## src/design/vlbp_pkg.sv

```systemverilog
// Package for the variable-length bit packer: function codes and the control
// record passed from the merge stage to the byte output stage. No dependencies.
`timescale 1ns / 1ps

package vlbp_pkg;

  // Function codes carried by the func field of an input word
  localparam logic [1:0] FUNC_APPEND = 2'd0;
  localparam logic [1:0] FUNC_FLUSH  = 2'd1;
  localparam logic [1:0] FUNC_CLEAR  = 2'd2;

  localparam int unsigned BYTE_BITS = 8;
  // One item never spans more than this many field bits
  localparam int unsigned FIELD_LIMIT = 33;

  // Bytes produced by one item and the meaningful bits of each of them
  typedef struct packed {
    logic [2:0] nbytes;
    logic [3:0] vbits;
  } pack_ctl_t;

endpackage

```

## src/design/vlbp_item_if.sv

```systemverilog
// Input channel of the bit packer: valid/ready handshake plus one code word.
// Depends on nothing.
`timescale 1ns / 1ps

interface vlbp_item_if;
  logic        valid;
  logic        ready;
  logic [1:0]  func;
  logic [31:0] code_value;
  logic [5:0]  code_len;
  logic [5:0]  field_width;

  modport source (output valid, output func, output code_value, output code_len,
                  output field_width, input ready);
  modport sink (input valid, input func, input code_value, input code_len,
                input field_width, output ready);
endinterface

```

## src/design/vlbp_result_if.sv

```systemverilog
// Output channel of the bit packer: valid/ready handshake plus one packed byte.
// Depends on nothing.
`timescale 1ns / 1ps

interface vlbp_result_if;
  logic       valid;
  logic       ready;
  logic [7:0] out_byte;
  logic [3:0] valid_bits;
  logic       last;

  modport source (output valid, output out_byte, output valid_bits, output last,
                  input ready);
  modport sink (input valid, input out_byte, input valid_bits, input last,
                output ready);
endinterface

```

## src/design/variable_length_bit_packer.sv

```systemverilog
// Variable-length bit packer, most significant bit first.
// Each accepted item moves into the byte shifter, then byte by byte into the output
// byte register. Throughput: one item per cycle while each item yields at most one
// byte with no output stall; a longer item (up to five bytes) holds the shifter.
// Reset (synchronous, active high) empties the leftover byte and both stages.
`timescale 1ns / 1ps

module variable_length_bit_packer #(
  parameter int MAX_CODE_BITS = 32
) (
  input  logic            clk,
  input  logic            rst,
  vlbp_item_if.sink       item,
  vlbp_result_if.source   result
);

  localparam int LIMIT = (MAX_CODE_BITS > vlbp_pkg::FIELD_LIMIT) ?
                         vlbp_pkg::FIELD_LIMIT : MAX_CODE_BITS;
  localparam int ACC_W = LIMIT + 7;

  logic [ACC_W-1:0]    m_word;
  vlbp_pkg::pack_ctl_t m_ctl;
  logic                accept;

  // Byte shifter stage
  logic [ACC_W-1:0]    a_word;
  logic [2:0]          a_cnt;
  logic [3:0]          a_vbits;
  logic                a_move;

  // Output byte register
  logic                b_valid;
  logic [7:0]          b_byte;
  logic [3:0]          b_vbits;
  logic                b_last;
  logic                b_free;

  assign b_free     = !b_valid || result.ready;
  assign a_move     = (a_cnt != 3'd0) && b_free;
  assign item.ready = (a_cnt == 3'd0) || ((a_cnt == 3'd1) && b_free);
  assign accept     = item.valid && item.ready;

  vlbp_merge #(
    .LIMIT (LIMIT),
    .ACC_W (ACC_W)
  ) u_merge (
    .clk         (clk),
    .rst         (rst),
    .take        (accept),
    .func        (item.func),
    .code_value  (item.code_value),
    .code_len    (item.code_len),
    .field_width (item.field_width),
    .word        (m_word),
    .ctl         (m_ctl)
  );

  // Load a merged word, or advance one byte toward the output register
  always_ff @(posedge clk) begin
    if (rst) begin
      a_cnt <= '0;
    end else if (accept) begin
      a_cnt <= m_ctl.nbytes;
    end else if (a_move) begin
      a_cnt <= a_cnt - 3'd1;
    end
  end

  always_ff @(posedge clk) begin
    if (accept) begin
      a_word  <= m_word;
      a_vbits <= m_ctl.vbits;
    end else if (a_move) begin
      a_word <= a_word << 8;
    end
  end

  // Hold the offered byte until taken
  always_ff @(posedge clk) begin
    if (rst) begin
      b_valid <= 1'b0;
    end else if (b_free) begin
      b_valid <= a_move;
    end
  end

  always_ff @(posedge clk) begin
    if (b_free) begin
      b_byte  <= a_word[ACC_W-1 -: 8];
      b_vbits <= a_vbits;
      b_last  <= (a_cnt == 3'd1);
    end
  end

  assign result.valid      = b_valid;
  assign result.out_byte   = b_byte;
  assign result.valid_bits = b_vbits;
  assign result.last       = b_last;

endmodule

```

## src/design/vlbp_merge.sv

```systemverilog
// Merge stage: holds the leftover partial byte and merges each incoming code
// into a left-aligned word of whole bytes. Depends on vlbp_pkg.
`timescale 1ns / 1ps

module vlbp_merge #(
  parameter int LIMIT = 32,
  parameter int ACC_W = 39
) (
  input  logic                 clk,
  input  logic                 rst,
  input  logic                 take,
  input  logic [1:0]           func,
  input  logic [31:0]          code_value,
  input  logic [5:0]           code_len,
  input  logic [5:0]           field_width,
  output logic [ACC_W-1:0]     word,
  output vlbp_pkg::pack_ctl_t  ctl
);

  localparam logic [5:0] LIM6 = 6'(LIMIT);
  localparam logic [6:0] ACC7 = 7'(ACC_W);

  logic [6:0]  partial_bits, partial_bits_next;
  logic [2:0]  partial_count, partial_count_next;

  logic [5:0]  len, wid, wid_eff;
  logic [32:0] mask33, value_m;
  logic [63:0] acc64, left64, flush64;
  logic [6:0]  total;
  logic [2:0]  rem;
  logic [6:0]  keep;

  // Saturate the lengths and raise the field width to the code length
  assign len     = (code_len > LIM6) ? LIM6 : code_len;
  assign wid     = (field_width > LIM6) ? LIM6 : field_width;
  assign wid_eff = (wid < len) ? len : wid;

  // Drop code bits above the code length
  assign mask33  = (33'd1 << len) - 33'd1;
  assign value_m = {1'b0, code_value} & mask33;

  // Append the field behind the held bits, then left-align the whole word
  assign acc64  = ({57'd0, partial_bits} << wid_eff) | {31'd0, value_m};
  assign total  = {4'd0, partial_count} + {1'b0, wid_eff};
  assign left64 = acc64 << (ACC7 - total);
  assign rem    = total[2:0];
  assign keep   = acc64[6:0] & ((7'd1 << rem) - 7'd1);

  // Left-align the held bits for a flush
  assign flush64 = {57'd0, partial_bits} << (ACC7 - {4'd0, partial_count});

  // Select the word, byte count and next leftover per function
  always_comb begin
    word               = left64[ACC_W-1:0];
    ctl.nbytes         = 3'(total >> 3);
    ctl.vbits          = 4'(vlbp_pkg::BYTE_BITS);
    partial_bits_next  = partial_bits;
    partial_count_next = partial_count;
    case (func)
      vlbp_pkg::FUNC_APPEND: begin
        partial_bits_next  = keep;
        partial_count_next = rem;
      end
      vlbp_pkg::FUNC_FLUSH: begin
        word               = flush64[ACC_W-1:0];
        ctl.nbytes         = (partial_count != 3'd0) ? 3'd1 : 3'd0;
        ctl.vbits          = {1'b0, partial_count};
        partial_bits_next  = '0;
        partial_count_next = '0;
      end
      vlbp_pkg::FUNC_CLEAR: begin
        ctl.nbytes         = 3'd0;
        partial_bits_next  = '0;
        partial_count_next = '0;
      end
      default: begin
        ctl.nbytes = 3'd0;
      end
    endcase
  end

  // Update the leftover on every accepted word
  always_ff @(posedge clk) begin
    if (rst) begin
      partial_bits  <= '0;
      partial_count <= '0;
    end else if (take) begin
      partial_bits  <= partial_bits_next;
      partial_count <= partial_count_next;
    end
  end

endmodule
```

## src/flat_wrapper.sv

```systemverilog
// flat-port wrapper written by rule: the top's interface ports become plain ports
module variable_length_bit_packer_flat 
#(
  parameter int MAX_CODE_BITS = 32
)
  (clk, rst, item_valid, item_func, item_code_value, item_code_len, item_field_width, item_ready, result_valid, result_out_byte, result_valid_bits, result_last, result_ready);
  vlbp_item_if item_i ();
  vlbp_result_if result_i ();
  input  logic clk;
  input  logic rst;
  input wire logic [$bits(item_i.valid)-1:0] item_valid;
  input wire logic [$bits(item_i.func)-1:0] item_func;
  input wire logic [$bits(item_i.code_value)-1:0] item_code_value;
  input wire logic [$bits(item_i.code_len)-1:0] item_code_len;
  input wire logic [$bits(item_i.field_width)-1:0] item_field_width;
  output wire logic [$bits(item_i.ready)-1:0] item_ready;
  output wire logic [$bits(result_i.valid)-1:0] result_valid;
  output wire logic [$bits(result_i.out_byte)-1:0] result_out_byte;
  output wire logic [$bits(result_i.valid_bits)-1:0] result_valid_bits;
  output wire logic [$bits(result_i.last)-1:0] result_last;
  input wire logic [$bits(result_i.ready)-1:0] result_ready;
  assign item_i.valid = item_valid;
  assign item_i.func = item_func;
  assign item_i.code_value = item_code_value;
  assign item_i.code_len = item_code_len;
  assign item_i.field_width = item_field_width;
  assign item_ready = item_i.ready;
  assign result_valid = result_i.valid;
  assign result_out_byte = result_i.out_byte;
  assign result_valid_bits = result_i.valid_bits;
  assign result_last = result_i.last;
  assign result_i.ready = result_ready;
  variable_length_bit_packer #(.MAX_CODE_BITS(MAX_CODE_BITS)) u_core (.clk(clk), .rst(rst), .item(item_i), .result(result_i));
endmodule
```

## config.mk

```make
export PLATFORM = sky130hd
export DESIGN_NAME = variable_length_bit_packer_flat
export DESIGN_NICKNAME = d
export VERILOG_FILES = /design/src/design/vlbp_pkg.sv /design/src/design/vlbp_item_if.sv /design/src/design/vlbp_result_if.sv /design/src/design/variable_length_bit_packer.sv /design/src/design/vlbp_merge.sv /design/src/flat_wrapper.sv
export SDC_FILE = /design/constraint.sdc
export NUM_CORES = 1
export LEC_CHECK = 0
export ABC_AREA = 1
export BUFFER_PORTS_ARGS = -buffer_cell sky130_fd_sc_hd__buf_4
export CORE_ASPECT_RATIO = 0.6
export CORE_UTILIZATION = 25
export CTS_CLUSTER_DIAMETER = 200
export DETAILED_ROUTE_END_ITERATION = 6
export PLACE_DENSITY = 0.39
export SYNTH_ARGS = -nofsm -noshare
export SYNTH_HDL_FRONTEND = slang
export SYNTH_SLANG_ARGS = --single-unit
```

## constraint.sdc

```tcl
create_clock -name clk -period 6.6 [get_ports clk]
set_input_delay 0.66 -clock clk [delete_from_list [all_inputs] [get_ports clk]]
set_output_delay 0.66 -clock clk [all_outputs]
set_load 0.01 [all_outputs]
```

After elaboration in Yosys (flattened, before gate mapping)

Cells that the tools add are included.

Add/subtract/negate cells: 6
Magnitude comparators: 3
Eq/ne operators: 3
Shift operators: 5
Muxes and demuxes: 13
Bitwise gates (word level): 3
Reduce and logical (&&, ||, !) cells: 14

Operators by type and width:

| kind                                                                   | number |
|---|---|
| 39-bit 2-to-1 mux                                                      | 3 |
| 64-bit by 33-bit bitwise OR with 64-bit output                         | 1 |
| 64-bit by 7-bit left shift with 39-bit output                          | 1 |
| 7-bit by 6-bit left shift with 64-bit output                           | 1 |
| 7-bit by 7-bit left shift with 39-bit output                           | 1 |
| 32-bit by 33-bit bitwise AND with 33-bit output                        | 1 |
| 1-bit by 6-bit left shift with 33-bit output (first input constant)    | 1 |
| 33-bit by 1-bit subtractor with 33-bit output (second input constant)  | 1 |
| 6-bit 2-to-1 mux                                                       | 3 |
| 7-bit case mux with 2 select lines                                     | 1 |
| 6-bit > comparator (second input constant)                             | 2 |
| 3-bit case mux with 2 select lines                                     | 2 |
| 3-bit by 6-bit adder with 7-bit output                                 | 1 |
| 7-bit bitwise AND                                                      | 1 |
| 1-bit by 3-bit left shift with 7-bit output (first input constant)     | 1 |
| 6-bit by 3-bit subtractor with 7-bit output (first input constant)     | 1 |
| 6-bit by 7-bit subtractor with 7-bit output (first input constant)     | 1 |
| 7-bit by 1-bit subtractor with 7-bit output (second input constant)    | 1 |
| 6-bit less-than comparator                                             | 1 |
| 3-bit 2-to-1 mux                                                       | 2 |
| 3-bit nonzero test                                                     | 2 |
| 4-bit 2-to-1 mux                                                       | 1 |
| 2-bit nonzero test                                                     | 2 |
| 3-bit by 1-bit equality test with 1-bit output (second input constant) | 1 |
| 11 further kinds                                                       | 14 |

Flip-flop bits (word level): 70
Input bits: 50
Word-level logic and storage cells: 57

Depth between registers and ports, before layout

Gate-level depths: netlist of run 1.

Depth in word-level cells: 9
Depth in mapped cells: 31
Gate-level depth less buffers: 29

Cells and area by module

From an unflattened synthesis of run 1, not the netlist that was laid out.

Cells, all modules: 1313
Area total of the unflattened synthesis: 7923.8 sq um

By module, submodules not included:

| module                     | times used | cells an instance | area an instance (sq um) | sequential area each (sq um) |
|---|---|---|---|---|
| vlbp_merge                 | 1          | 1095              | 5449.0                   | 200.2 |
| variable_length_bit_packer | 1          | 218               | 2474.9                   | 1761.7 |

Least setup slack after synthesis of run 1

Ideal clock, no wire load.

Path type: input to register
Start: in item_code_len[4]
End: reg u_core.a_word[20], data pin
Library setup time: 0.257 ns
Arrival time: 4.652 ns
Required time: 6.343 ns
Path slack: 1.691 ns
Stages: 26
Path through: inv_2 > nor2_2 > inv_2 > buf_6 > ha_1 > nand2_1 > nor2_1 > a211oi_2 > nand2_4 > buf_6 > o21ai_2 > buf_6 > ha_1 > a21oi_1 > nor2_1 > nor2_1 > nand2_1 > nand2_1 > buf_2 > buf_1 > ha_1 > buf_2 > inv_2 > clkbuf_1 > nand3_1 > a32o_1

Longest elaborated chain between the ends: 9

Ends and longest elaborated chain:

| what                                                                                                          | RTL line                           | RTL |
|---|---|---|
| start: declaration                                                                                            | flat_wrapper.sv:14                 | `input wire logic [$bits(item_i.code_len)-1:0] item_code_len;` |
| 6-bit > comparator                                                                                            | vlbp_merge.sv:34                   | `assign len = (code_len > LIM6) ? LIM6 : code_len;` |
| 6-bit 2-to-1 mux *                                                                                            | vlbp_merge.sv:34                   |  |
| 6-bit less-than comparator or 1-bit by 6-bit left shift with 33-bit output (tied branches)                    | vlbp_merge.sv:36, vlbp_merge.sv:39 |  |
| 6-bit 2-to-1 mux or 33-bit by 1-bit subtractor with 33-bit output (tied branches)                             | vlbp_merge.sv:36, vlbp_merge.sv:39 |  |
| 3-bit by 6-bit adder with 7-bit output (tied with other cells)                                                | vlbp_merge.sv:44                   | `assign total = {4'd0, partial_count} + {1'b0, wid_eff};` |
| 6-bit by 7-bit subtractor with 7-bit output or 64-bit by 33-bit bitwise OR with 64-bit output (tied branches) | vlbp_merge.sv:45, vlbp_merge.sv:43 |  |
| 64-bit by 7-bit left shift with 39-bit output *                                                               | vlbp_merge.sv:45                   | `assign left64 = acc64 << (ACC7 - total);` |
| 39-bit 2-to-1 mux *                                                                                           | vlbp_merge.sv:59                   | `case (func)` |
| 39-bit 2-to-1 mux *                                                                                           | variable_length_bit_packer.sv:70   | `if (accept) begin` |
| end signal: assignment                                                                                        | variable_length_bit_packer.sv:71   | `a_word <= m_word;` |
| end signal: assignment                                                                                        | variable_length_bit_packer.sv:74   | `a_word <= a_word << 8;` |
| end: declaration                                                                                              | variable_length_bit_packer.sv:26   | `logic [ACC_W-1:0] a_word;` |

Every way passes the cells marked *; elsewhere a longest branch is shown, timed or not.
A chain may end at the register's enable or synchronous reset.

Worst setup path in the final report of run 1

Start: in item_code_len[5]
End: reg u_core.a_word[14], data pin

Same word-level chain as after synthesis.

==> metrics.md, run 1 <==
| Metric | Value |
|---|---|
| Status | `finished clean` |
| Final core occ | `between 20% and 30%` |
| R2R Setup Slk | `2.77 ns` |
| Total negative setup slack | `0 ns` |
| Post-CTS Hold Fix Bufs | `0` |
| Dpl ws | `0.9028 ns` |
| Max Fclk | `186.4 MHz` |
| Critical path origin | `item_code_len[5]` |
| HPWL after DPL | `about 26000 um` |
| Placement Rows | `48` |
| Num CTS Buffers | `9` |
| Antenna cell count | `0` |
| Distinct cells, synth | `51` |
| Syn Inst Count | `between 1000 and 1500` |
| Area leader, netlist | `edfxtp_1` |
| Final Skew | `0.01002 ns` |
| Worst path required time | `6.82 ns` |
| Synth warn | `0` |
| Footprint of the multi-input gates | `0.004995 mm2` |
| 1st-pass router iterations | `7` |
| WS Path Type | `input pin to flop` |
| WHS | `0.4171 ns` |
| CP startpoint kind | `input pin` |
| Final ANT Viol Nets | `0` |
| Reg2reg path depth | `12` |
| Critical Path AT | `5.59 ns` |
| Port bufs | `64` |
| FF+latch count, synth | `70` |
| Syn_nets | `1273` |
| Final period utilization | `81.30%` |
| Final WL | `32420 um` |
| Chip Height | `136.7 um` |
| CTS tree | `built` |
| CTS max path bufs | `2` |
| Via/cell ratio | `about 5.3` |
| Unrepaired setup endpoints after global routing | `no` |
| DRC violation total after the first TritonRoute iteration | `around 1100` |
| Critical path fanouts, max | `13` |
| Worst slew margin | `29.91%` |
| Grt total ovfl | `0` |
| R2r endpoint | `u_core.a_word[14]` |
| Initial Util | `25.86%` |
| Leakage | `3.840 nW` |
| Vias post-DR | `8667` |
| Largest net degree at the start of global routing | `between 40 and 50` |
| # fillers | `3306` |
| Worst Tran Pin Value | `1.048 ns` |
| DR WL/cell | `roughly 20 um` |
| Crit path time final | `5.366 ns` |
| Top FF cell, synth | `edfxtp_1` |
| # DRC | `0` |
| Root Buffer | `clkbuf_16` |
| FF-to-FF Start | `u_core.u_merge.partial_count[1]` |
| Die ar. | `0.03098 mm2` |
| Number of synthesized flops with an enable pin | `56` |
| Fin cells | `about 1600` |
| Gpl congestion | `0.8875` |
| Placed insts | `1624` |
| Vias in the first global route | `7975` |
| Synth top area share | `22.23%` |
| Initial antenna violation count | `0` |
| Power Density | `341.2 mW/mm2` |
| Final Setup Violations | `0` |
| Post-CTS Resized | `0` |
| Core box area | `0.02925 mm2` |
| Post-route setup slack | `about 1.2 ns` |
| Final Max Tran Viols | `0` |
| Die width | `226.6 um` |
| Hold crit path type | `flop to flop` |
| Syn Area/Cell | `6.277 um2` |
| Worst-skew pair later-pin latency | `0.35 ns` |
| Global-route wire length before repair | `around 50000 um` |
| Critical path capture point | `u_core.a_word[14]` |
| Nets | `1303` |
| Total setup buffers inserted after CTS | `0` |
| CTS Sinks | `70` |
| CTS clk-pin slew, worst paths | `0.05 ns` |
| Aggregate global-route resource usage | `between 20% and 30%` |
| Leading post-synthesis cells by cell area | `edfxtp_1 22%, nand3_1 21%, nand2_1 16%` |
| Hold Vio Cnt, Final | `0` |
| Layout cells sized above 1 | `13.95%` |
| Async SR Flop Fraction | `0%` |
| CTS H-tree lvls | `3` |
| Peak VDD IR | `~150 uV` |
| Cell Area, Synth | `0.007564 mm2` |
| Register area share after synthesis | `around a quarter` |
| FF/Latch Area | `0.001962 mm2` |
| Max Cap Viol | `0` |
| Io pins | `65` |
| Synthesis-to-finish area growth | `15.04%` |
| Setup crit end kind | `flop` |
[cells in the final DEF (no fill, tap or decap), types with 17 or more instances in the layout]
cell,netlist,final
o21ai_1,21,21
inv_1,69,69
ha_1,17,17
o21ai_0,25,25
nand4_1,48,48
a21oi_1,40,40
edfxtp_1,56,56
nor2_1,78,78
nand2_1,319,318
buf_4,1,83
nand3_1,323,323
[Yosys cell counts, types with 9 or more instances]
| cell type | n |
|---|---|
| nand2_2 | 13 |
| clkbuf_1 | 29 |
| buf_2 | 19 |
| o21ai_0 | 25 |
| a31oi_1 | 10 |
| dfxtp_1 | 14 |
| nor2_1 | 78 |
| nor3_1 | 10 |
| o21ai_1 | 21 |
| nand3_1 | 323 |
| buf_1 | 11 |
| nand2_1 | 319 |
| inv_2 | 12 |
| nand3_2 | 9 |
| a21oi_1 | 40 |
| edfxtp_1 | 56 |
| nor2_2 | 13 |
| inv_1 | 69 |
| nand4_1 | 48 |
| ha_1 | 17 |
[critical path: stages]
cell      delay [ns]
buf_4           0.14
inv_2           0.18
nand2_4         0.16
ha_1            0.32
a21oi_1         0.13
nor2_1          0.06
a211oi_2        0.36
nand3_1         0.34
nand2_2         0.24
ha_1            0.20
inv_1           0.06
fa_1            0.38
or2_2           0.33
a21oi_2         0.18
xor2_2          0.11
ha_1            0.22
xnor2_2         0.41
nand3_2         0.26
nor2_2          0.27
inv_1           0.27
a21oi_1         0.19
a21o_1          0.09
[kinds of logic after synthesis]
logic type               Yosys count  share of synthesized area (%)
AND/OR/NAND/NOR                  833                          51.38
buffers and inverters            147                          8.056
AO/OA/AOI/OAI                    131                          10.64
flip-flops                        70                          25.94
adder cells (fa/ha/maj)           18                          3.077
XOR/XNOR                           5                         0.7777
multiplexers                       1                         0.1323
[per-layer routing]
layer  global-route usage (%)  vias to the layer above  share of wire [%]
met1                    35.41                     4035                 54
met2                    26.86                      364                 35
met4                    3.341                        0               0.75
met5                        0                        -                  0
li1                         -                     4252                  -
met3                    5.925                       16                9.5
[sequential cells by signal, indices dropped and copies added, names as in the netlist]
signal and count:
u_core.a_cnt 3, u_core.a_vbits 4, u_core.a_word 39, u_core.result.last 1
u_core.result.out_byte 8, u_core.result.valid 1, u_core.result.valid_bits 4, u_core.u_merge.partial_bits 7
u_core.u_merge.partial_count 3
[layout make-up]
cell class                      instances  share of cell area [%]
Tap cell                              400                   5.752
Inverter                               83                   3.581
Multi-Input combinational cell        988                   57.41
Timing Repair Buffer                   83                   7.161
Clock buffer                           12                   2.718
Sequential cell                        70                   22.55
Clock inverter                          4                  0.8341
[power breakdown]
group,internal [W],total [W],switching (W)
sequential,0.000766,0.000835,0.0000684
clock,0.000331,0.000519,0.000188
combinational,0.000480,0.00162,0.00114
total,0.00158,0.00297,0.00139
[worst min path at each step]
| stage | startpoint | end | cells after the start | slack (ns) |
|---|---|---|---|---|
| 6_report | u_core.a_vbits[3] | u_core.result.valid_bits[3] | 0 | 0.42 |
| 3_5_place_dp | u_core.a_word[37] | u_core.result.out_byte[6] | 0 | 0.41 |
| 2_1_floorplan | u_core.a_word[31] | u_core.result.out_byte[0] | 0 | 0.40 |
| 5_1_grt | u_core.a_word[37] | u_core.result.out_byte[6] | 0 | 0.43 |
| 4_1_cts | u_core.a_vbits[3] | u_core.result.valid_bits[3] | 0 | 0.42 |
| 3_3_place_gp | u_core.a_vbits[0] | u_core.result.valid_bits[0] | 0 | 0.40 |
[metrics by stage]
step	cell area [um2]	total power, W
global placement	8392	0.002462
detailed placement	8392	0.002443
finish	8701	0.002969
floorplan	7564	0.001882
global route	8701	0.003206
CTS	8701	0.002980
(Power assumes the default switching activity.)
==> run 2, diff against run 1 <==
--- a/config.mk
+++ b/config.mk
@@ -5,7 +5,7 @@
 export SDC_FILE = /design/constraint.sdc
 export NUM_CORES = 1
 export LEC_CHECK = 0
-export ABC_AREA = 1
+export ABC_AREA = 0
 export BUFFER_PORTS_ARGS = -buffer_cell sky130_fd_sc_hd__buf_4
 export CORE_ASPECT_RATIO = 0.6
 export CORE_UTILIZATION = 25
==> constraint.sdc (replaced) <==
create_clock -name clk -period 5 [get_ports clk]
set_input_delay 0.5 -clock clk [delete_from_list [all_inputs] [get_ports clk]]
set_output_delay 0.5 -clock clk [all_outputs]
set_load 0.01 [all_outputs]
==> run 2 against run 1 <==
Net effect:
- largest cell class unchanged
- worst hold slack improved by 0.0021 ns
- wire length rose by 45%
- flip-flop and latch count did not move
- first-iteration DRC count rose by 33%
- count of clock-buffer cells in the layout did not move
- core utilization rose by 5.0 points
- synthesized cell count fell by 8.1%
- global-route usage rose by 4.8 points
- via count rose by 22%
- non-clock buffer count rose by 234
- sequential share of layout area fell by 5.9 points
==> metrics.md, run 2 <==
| Metric | Value |
|---|---|
| Post-route setup slack | `0.1479 ns (-1.086 ns)` |
| Chip Height | `146.1 um (+6.8%)` |
| Critical Path AT | `4.94 ns (-0.65 ns)` |
| Post-CTS Resized | `0 (unchanged)` |
| Async SR Flop Fraction | `0% (unchanged)` |
| Vias post-DR | `10576 (+22%)` |
| CTS clk-pin slew, worst paths | `0.06 ns (about the same)` |
| Die ar. | `0.03536 mm2 (+14%)` |
| Top-count cell post-synth | `nand2_1` |
| Placed insts | `1796 (+11%)` |
| Slowest stage delay, CP | `0.47 ns (+0.06 ns)` |
| Clock Power Share | `14.8% (-2.7 points)` |
| Antenna cell count | `0 (unchanged)` |
| Setup crit end kind | `flop` |
| Leading post-synthesis cells by cell area | `edfxtp_1 19%, nand2_1 4.8%, nor2_1 4.3%` |
| Root Buffer | `clkbuf_16` |
| CTS max path bufs | `2 (unchanged)` |
| Worst slew margin | `29.79% (-0.12 points)` |
| Synth top area share | `19.45% (-2.8 points)` |
| Cell Area, Synth | `0.008646 mm2 (+14%)` |
| Die width | `242.1 um (+6.9%)` |
| Power Density | `367.4 mW/mm2 (+7.7%)` |
| DR WL/cell | `26.02 um (+32%)` |
| Power Total | `0.004333 W (+46%)` |
| Top reg by flops | `u_core.a_word` |
| FF+latch count, synth | `70 (unchanged)` |
| Initial Util | `25.51% (-0.35 points)` |
| CTS Sinks | `70 (unchanged)` |
| Most frequent cells in the layout | `307 x buf_4, 108 x nand2_1, 97 x nor2_1, 67 x o21ai_0, 64 x a21oi_1` |
| Crit path time final | `4.852 ns` |
| Grt total ovfl | `0 (unchanged)` |
| Io pins | `65 (unchanged)` |
| Port bufs | `64 (unchanged)` |
| Most frequent cells after synthesis | `110 x nand2_1, 100 x nor2_1, 67 x o21ai_0, 66 x clkbuf_1, 65 x a21oi_1` |
| Sequential share of power | `25.0% (-3.1 points)` |
| Via/cell ratio | `5.837 (+10%)` |
| Initial antenna violation count | `0 (unchanged)` |
| Final Setup Violations | `0 (unchanged)` |
| Final Max Tran Viols | `0 (unchanged)` |
| Hold crit path type | `flop to flop` |
| Gpl congestion | `0.9910 (+12%)` |
| Crit-path most repeated cell | `buf_4` |
| Aggregate global-route resource usage | `26.45% (+4.8 points)` |
| Layout cells sized above 1 | `30.97% (+17 points)` |
| Critical path fanouts, max | `12 (-1)` |
| Final WL | `47150 um (+45%)` |
| Syn_nets | `1175 (-7.7%)` |
| Fin cells | `1812 (+10%)` |
| Status | `finished clean` |
| Num CTS Buffers | `9 (unchanged)` |
| CP startpoint kind | `input pin` |
| Unrepaired setup endpoints after global routing | `no` |
| CP bufs+invs | `6 (+2)` |
| Switch share | `44.31% (-2.6 points)` |
| Max Fclk | `206.1 MHz` |
| CTS H-tree lvls | `3 (unchanged)` |
| Hold Vio Cnt, Final | `0 (unchanged)` |
| Peak VDD IR | `186.3 uV (+23%)` |
| CP max-delay cell | `o21ai_0` |
| Number of synthesized flops with an enable pin | `56 (unchanged)` |
| Final Skew | `0.01160 ns (+0.001580 ns)` |
| Synth warn | `0 (unchanged)` |
| Global-route wire length before repair | `68830 um (+39%)` |
| Top FF cell, synth | `edfxtp_1` |
| HPWL after DPL | `39230 um (+49%)` |
| Worst-skew pair later-pin latency | `0.35 ns (about the same)` |
| Vias in the first global route | `9919 (+24%)` |
| Synthesis-to-finish area growth | `36.41%` |
| Syn Inst Count | `1107 (-8.1%)` |
| Distinct cells, synth | `102 (+100%)` |
| # DRC | `0 (unchanged)` |
| Total setup buffers inserted after CTS | `0 (unchanged)` |
| NetSw | `0.001920 W (+38%)` |
| Final ANT Viol Nets | `0 (unchanged)` |
| Syn Area/Cell | `7.810 um2 (+24%)` |
| Max Cap Viol | `0 (unchanged)` |
| Core box area | `0.03390 mm2 (+16%)` |
| 1st-pass router iterations | `5 (-2)` |
| Nets | `1416 (+8.7%)` |
| Internal power | `0.002413 W (+53%)` |
| Worst path required time | `5.09 ns (-1.73 ns)` |
| Crit-path cells | `buf_4, nand2b_1, ha_1, and4_1, o311ai_4, nand2_4, buf_12, buf_4, mux2i_1, buf_4, o211ai_1, nor3_1, o22ai_1, buf_4, o21ai_0, buf_4, a311oi_1, o21ai_0, o211ai_1` |
| DRC violation total after the first TritonRoute iteration | `1412 (+33%)` |
| Dpl ws | `-0.1040 ns (-1.007 ns)` |
| Post-CTS Hold Fix Bufs | `0 (unchanged)` |
| Register area share after synthesis | `22.69% (-3.2 points)` |
| Final period utilization | `a little over nine tenths` |
| Max reg flops | `39 (unchanged)` |
| Area leader, netlist | `edfxtp_1` |
| CP top delay family | `compound AO/OA/AOI/OAI gates` |
| Worst Tran Pin Value | `1.042 ns (-0.005554 ns)` |
| Largest net degree at the start of global routing | `47 (+2.2%)` |
| Placement Rows | `52 (+8.3%)` |
| Combinational share of power | `60.2% (+5.8 points)` |
| Final core occ | `34.79% (+5.0 points)` |
| Leakage | `4.748 nW (+24%)` |
| CTS tree | `built` |
| WS Path Type | `input pin to flop` |
| Most common cell after layout, fill and taps aside | `buf_4` |
## run 2: cell count changes after synthesis, moves of 20 or more
cell      change
nand3_1     -290
nand2_1     -209
o21ai_0      +42
nand4_1      -40
clkbuf_1     +37
nor3_1       +36
inv_1        -35
mux2i_1      +33
a21oi_1      +25
a22oi_1      +23
nor2_1       +22
mux2_2       +20
## run 2: layout make-up
type	count	area (um2)
fillers	3641	22100
multi-input cells	912	6326
repair buffers	317	2505
flip-flops and latches	70	1962
well taps	459	574.3
clock buffers	12	236.5
inverters	38	142.6
clock inverters	4	47.55
## run 2: path summary, 6_finish.rpt
check | startpoint | endpoint | slack [ns] | cells past startpoint
worst max-delay path | item_code_len[5] | u_core.a_word[26] | 0.15 | 19
worst min-delay path | u_core.a_vbits[0] | u_core.result.valid_bits[0] | 0.42 | 0
worst max register to register | u_core.u_merge.partial_bits[0] | u_core.a_word[33] | 1.16 | 13
worst min register to register | u_core.a_vbits[0] | u_core.result.valid_bits[0] | 0.42 | 0
## run 2: logic make-up after synthesis
group / count (synthesis) / synth area share, %
fa+ha+maj: 18 / 2.692
compound gates: 424 / 35.83
flops: 70 / 22.69
buf+inv: 125 / 5.774
mux: 69 / 10.23
xor+xnor: 14 / 1.418
simple gates: 387 / 21.36
## run 2: layer usage
layer / global-route usage (%) / wire [um]
met5: 1.738 / 85
met4: 2.120 / 155
met3: 12.92 / 6887
met2: 30.04 / 15600
met1: 42.79 / 24430
## run 2: power groups by stage
| stage | clock (W) | combinational (W) | sequential (W) |
|---|---|---|---|
| final | 0.000639 | 0.00261 | 0.00108 |
| after global routing | 0.000676 | 0.00278 | 0.00111 |
| after CTS | 0.000659 | 0.00254 | 0.00108 |
| after detailed placement | 0 | 0.00253 | 0.00109 |
| after global placement | 0 | 0.00254 | 0.00110 |
| after floorplan | 0 | 0.00136 | 0.00105 |
## run 2: per-stage QoR
stage	setup TNS (ns)	instance area (um2)	hold WS, ns
global placement	-1.117	11490	0.4045
detailed placement	-0.5296	11490	0.4063
floorplan	0	8768	0.4003
CTS	0	11780	0.4192
finish	0	11790	0.4192
global route	0	11790	0.4218
==> run 3, diff against run 2 <==
--- a/config.mk
+++ b/config.mk
@@ -9,6 +9,7 @@
 export BUFFER_PORTS_ARGS = -buffer_cell sky130_fd_sc_hd__buf_4
 export CORE_ASPECT_RATIO = 0.6
 export CORE_UTILIZATION = 25
+export CTS_BUF_LIST = sky130_fd_sc_hd__clkbuf_4
 export CTS_CLUSTER_DIAMETER = 200
 export DETAILED_ROUTE_END_ITERATION = 6
 export PLACE_DENSITY = 0.39
==> run 3 against run 2 <==
Net effect:
- register-to-register slack worse by 0.24 ns
- flip-flop and latch count unchanged
- worst hold slack worse by 0.095 ns
- non-clock buffer count unchanged
- combinational power about the same
- maximum frequency up 0.88%
- critical path depth down 3
- sequential share of layout area up 0.23 points
- core utilization down 0.47 points
- first-iteration DRC count up 2.1%
- critical path type unchanged
- power down 6.0%
==> metrics.md, run 3 (synthesis gave the netlist of run 2 again) <==
| Metric | Value |
|---|---|
| Synthesis-to-finish area growth | `34.56%` |
| Gpl congestion | `0.9910 (unchanged)` |
| Io pins | `65 (unchanged)` |
| Worst Tran Pin Value | `1.062 ns (+0.01973 ns)` |
| Critical path origin | `item_code_len[5]` |
| Final WL | `47090 um (-0.13%)` |
| # DRC | `0 (unchanged)` |
| Power Total | `0.004072 W (-6.0%)` |
| FF-to-FF Start | `u_core.u_merge.partial_bits[0]` |
| Num CTS Buffers | `9 (unchanged)` |
| Global-route wire length before repair | `68780 um (about the same)` |
| Post-route setup slack | `0.1904 ns (+0.04256 ns)` |
| Vias post-DR | `10565 (-0.10%)` |
| WS Path Type | `input pin to flop` |
| Max Fclk | `207.9 MHz (+0.88%)` |
| Antenna cell count | `0 (unchanged)` |
| CTS clk-pin slew, worst paths | `0.14 ns (+0.08 ns)` |
| Core box area | `0.03390 mm2 (unchanged)` |
| Worst-skew pair later-pin latency | `0.47 ns (+0.12 ns)` |
| Die ar. | `0.03536 mm2 (unchanged)` |
| Vias in the first global route | `9929 (+0.10%)` |
| Via/cell ratio | `5.831 (-0.10%)` |
| Layout cells sized above 1 | `30.89% (-0.074 points)` |
| Most frequent cells in the layout | `307 x buf_4, 108 x nand2_1, 97 x nor2_1, 67 x o21ai_0, 64 x a21oi_1` |
| Initial Util | `25.51% (unchanged)` |
| Port bufs | `64 (unchanged)` |
| # fillers | `3660 (+0.52%)` |
| Unrepaired setup endpoints after global routing | `no` |
| Most common cell after layout, fill and taps aside | `buf_4` |
| Initial antenna violation count | `0 (unchanged)` |
| CTS tree | `built` |
| Nets | `1416 (unchanged)` |
| Total setup buffers inserted after CTS | `0 (unchanged)` |
| Final Max Tran Viols | `0 (unchanged)` |
| Max Cap Viol | `0 (unchanged)` |
| Die width | `242.1 um (unchanged)` |
| CP startpoint kind | `input pin` |
| Crit path time final | `4.810 ns (-0.04256 ns)` |
| Post-CTS Resized | `0 (unchanged)` |
| Top reg by flops | `u_core.a_word` |
| Hold Vio Cnt, Final | `0 (unchanged)` |
| DRC violation total after the first TritonRoute iteration | `1441 (+2.1%)` |
| Leakage | `4.691 nW (-1.2%)` |
| Peak VDD IR | `152.2 uV (-18%)` |
| Final period utilization | `96.19% (-0.85 points)` |
| Post-CTS Hold Fix Bufs | `0 (unchanged)` |
| Chip Height | `146.1 um (unchanged)` |
| Worst min-delay path startpoint | `rst` |
| Status | `finished clean` |
| Largest net degree at the start of global routing | `47 (unchanged)` |
| Critical Path AT | `5.09 ns (+0.15 ns)` |
| Power Density | `350.0 mW/mm2 (-4.7%)` |
| Placement Rows | `52 (unchanged)` |
| Grt total ovfl | `0 (unchanged)` |
| Aggregate global-route resource usage | `26.45% (about the same)` |
| Final ANT Viol Nets | `0 (unchanged)` |
| CTS Sinks | `70 (unchanged)` |
| Final Setup Violations | `0 (unchanged)` |
| HPWL after DPL | `39230 um (unchanged)` |
| Worst path required time | `5.28 ns (+0.19 ns)` |
| CTS H-tree lvls | `3 (unchanged)` |
| Root Buffer | `clkbuf_4` |
| DR WL/cell | `25.99 um (-0.13%)` |
| Hold crit path type | `input pin to flop` |
| CTS max path bufs | `2 (unchanged)` |
| Max reg flops | `39 (unchanged)` |
| Final Skew | `0.02699 ns (+0.01539 ns)` |
| Worst slew margin | `28.46% (-1.3 points)` |
| 1st-pass router iterations | `6 (+1)` |
| R2R Setup Slk | `0.92 ns (-0.24 ns)` |
| Setup crit end kind | `flop` |
| Dpl ws | `-0.1040 ns (unchanged)` |
| Critical path fanouts, max | `10 (-2)` |
[run 3: layout make-up]
cell class,instances,area [um2],area share (%)
clock inverters,4,47.55,0.4087
multi-input cells,912,6312,54.26
repair buffers,317,2505,21.53
inverters,38,142.6,1.226
clock buffers,12,90.09,0.7744
well taps,459,574.3,4.937
flip-flops and latches,70,1962,16.86
[run 3: path summary, 6_finish.rpt]
kind | to | cells after the start
max | u_core.a_word[38] | 16
min | u_core.u_merge.partial_count[2] | 2
max reg2reg | u_core.a_word[38] | 10
min reg2reg | u_core.result.valid_bits[0] | 0
[run 3: routing by layer]
metal | GRT usage, % | up-vias | part of all wire, %
met3 | 13.09 | 16 | 14
met1 | 42.75 | 5164 | 52
li1 | - | 4811 | -
met5 | 1.738 | - | 0.18
met2 | 29.91 | 572 | 33
met4 | 2.215 | 2 | 0.35
[run 3: where the power goes]
group / switching [W] / internal, W / total [W]
registers: 0.000118 / 0.000961 / 0.00108
logic: 0.00154 / 0.00106 / 0.00260
clock network: 0.000222 / 0.000168 / 0.000390
[run 3: worst max-delay path: stages]
cell,delay [ns]
buf_4,0.15
nand2b_1,0.25
ha_1,0.39
nand4_1,0.21
a311oi_2,0.31
buf_4,0.19
buf_4,0.19
nor3_1,0.12
o221ai_1,0.23
o21ba_1,0.33
o31ai_1,0.91
mux4_2,0.43
mux2i_1,0.16
o41ai_1,0.50
a211oi_2,0.09
o211ai_1,0.12
[run 3: per-stage QoR]
step | hold slack [ns] | cell area [um2] | utilization, % | setup TNS (ns) | std cells
after floorplan | 0.4003 | 8768 | - | 0 | 1107
after global placement | 0.4045 | 11490 | 33.90 | -1.117 | 1796
after detailed placement | 0.4063 | 11490 | 33.90 | -0.5296 | 1796
after CTS | 0.2698 | 11630 | 34.31 | 0 | 1812
after global routing | 0.2750 | 11630 | 34.32 | 0 | 1812
final | 0.3245 | 11630 | 34.32 | 0 | 1812
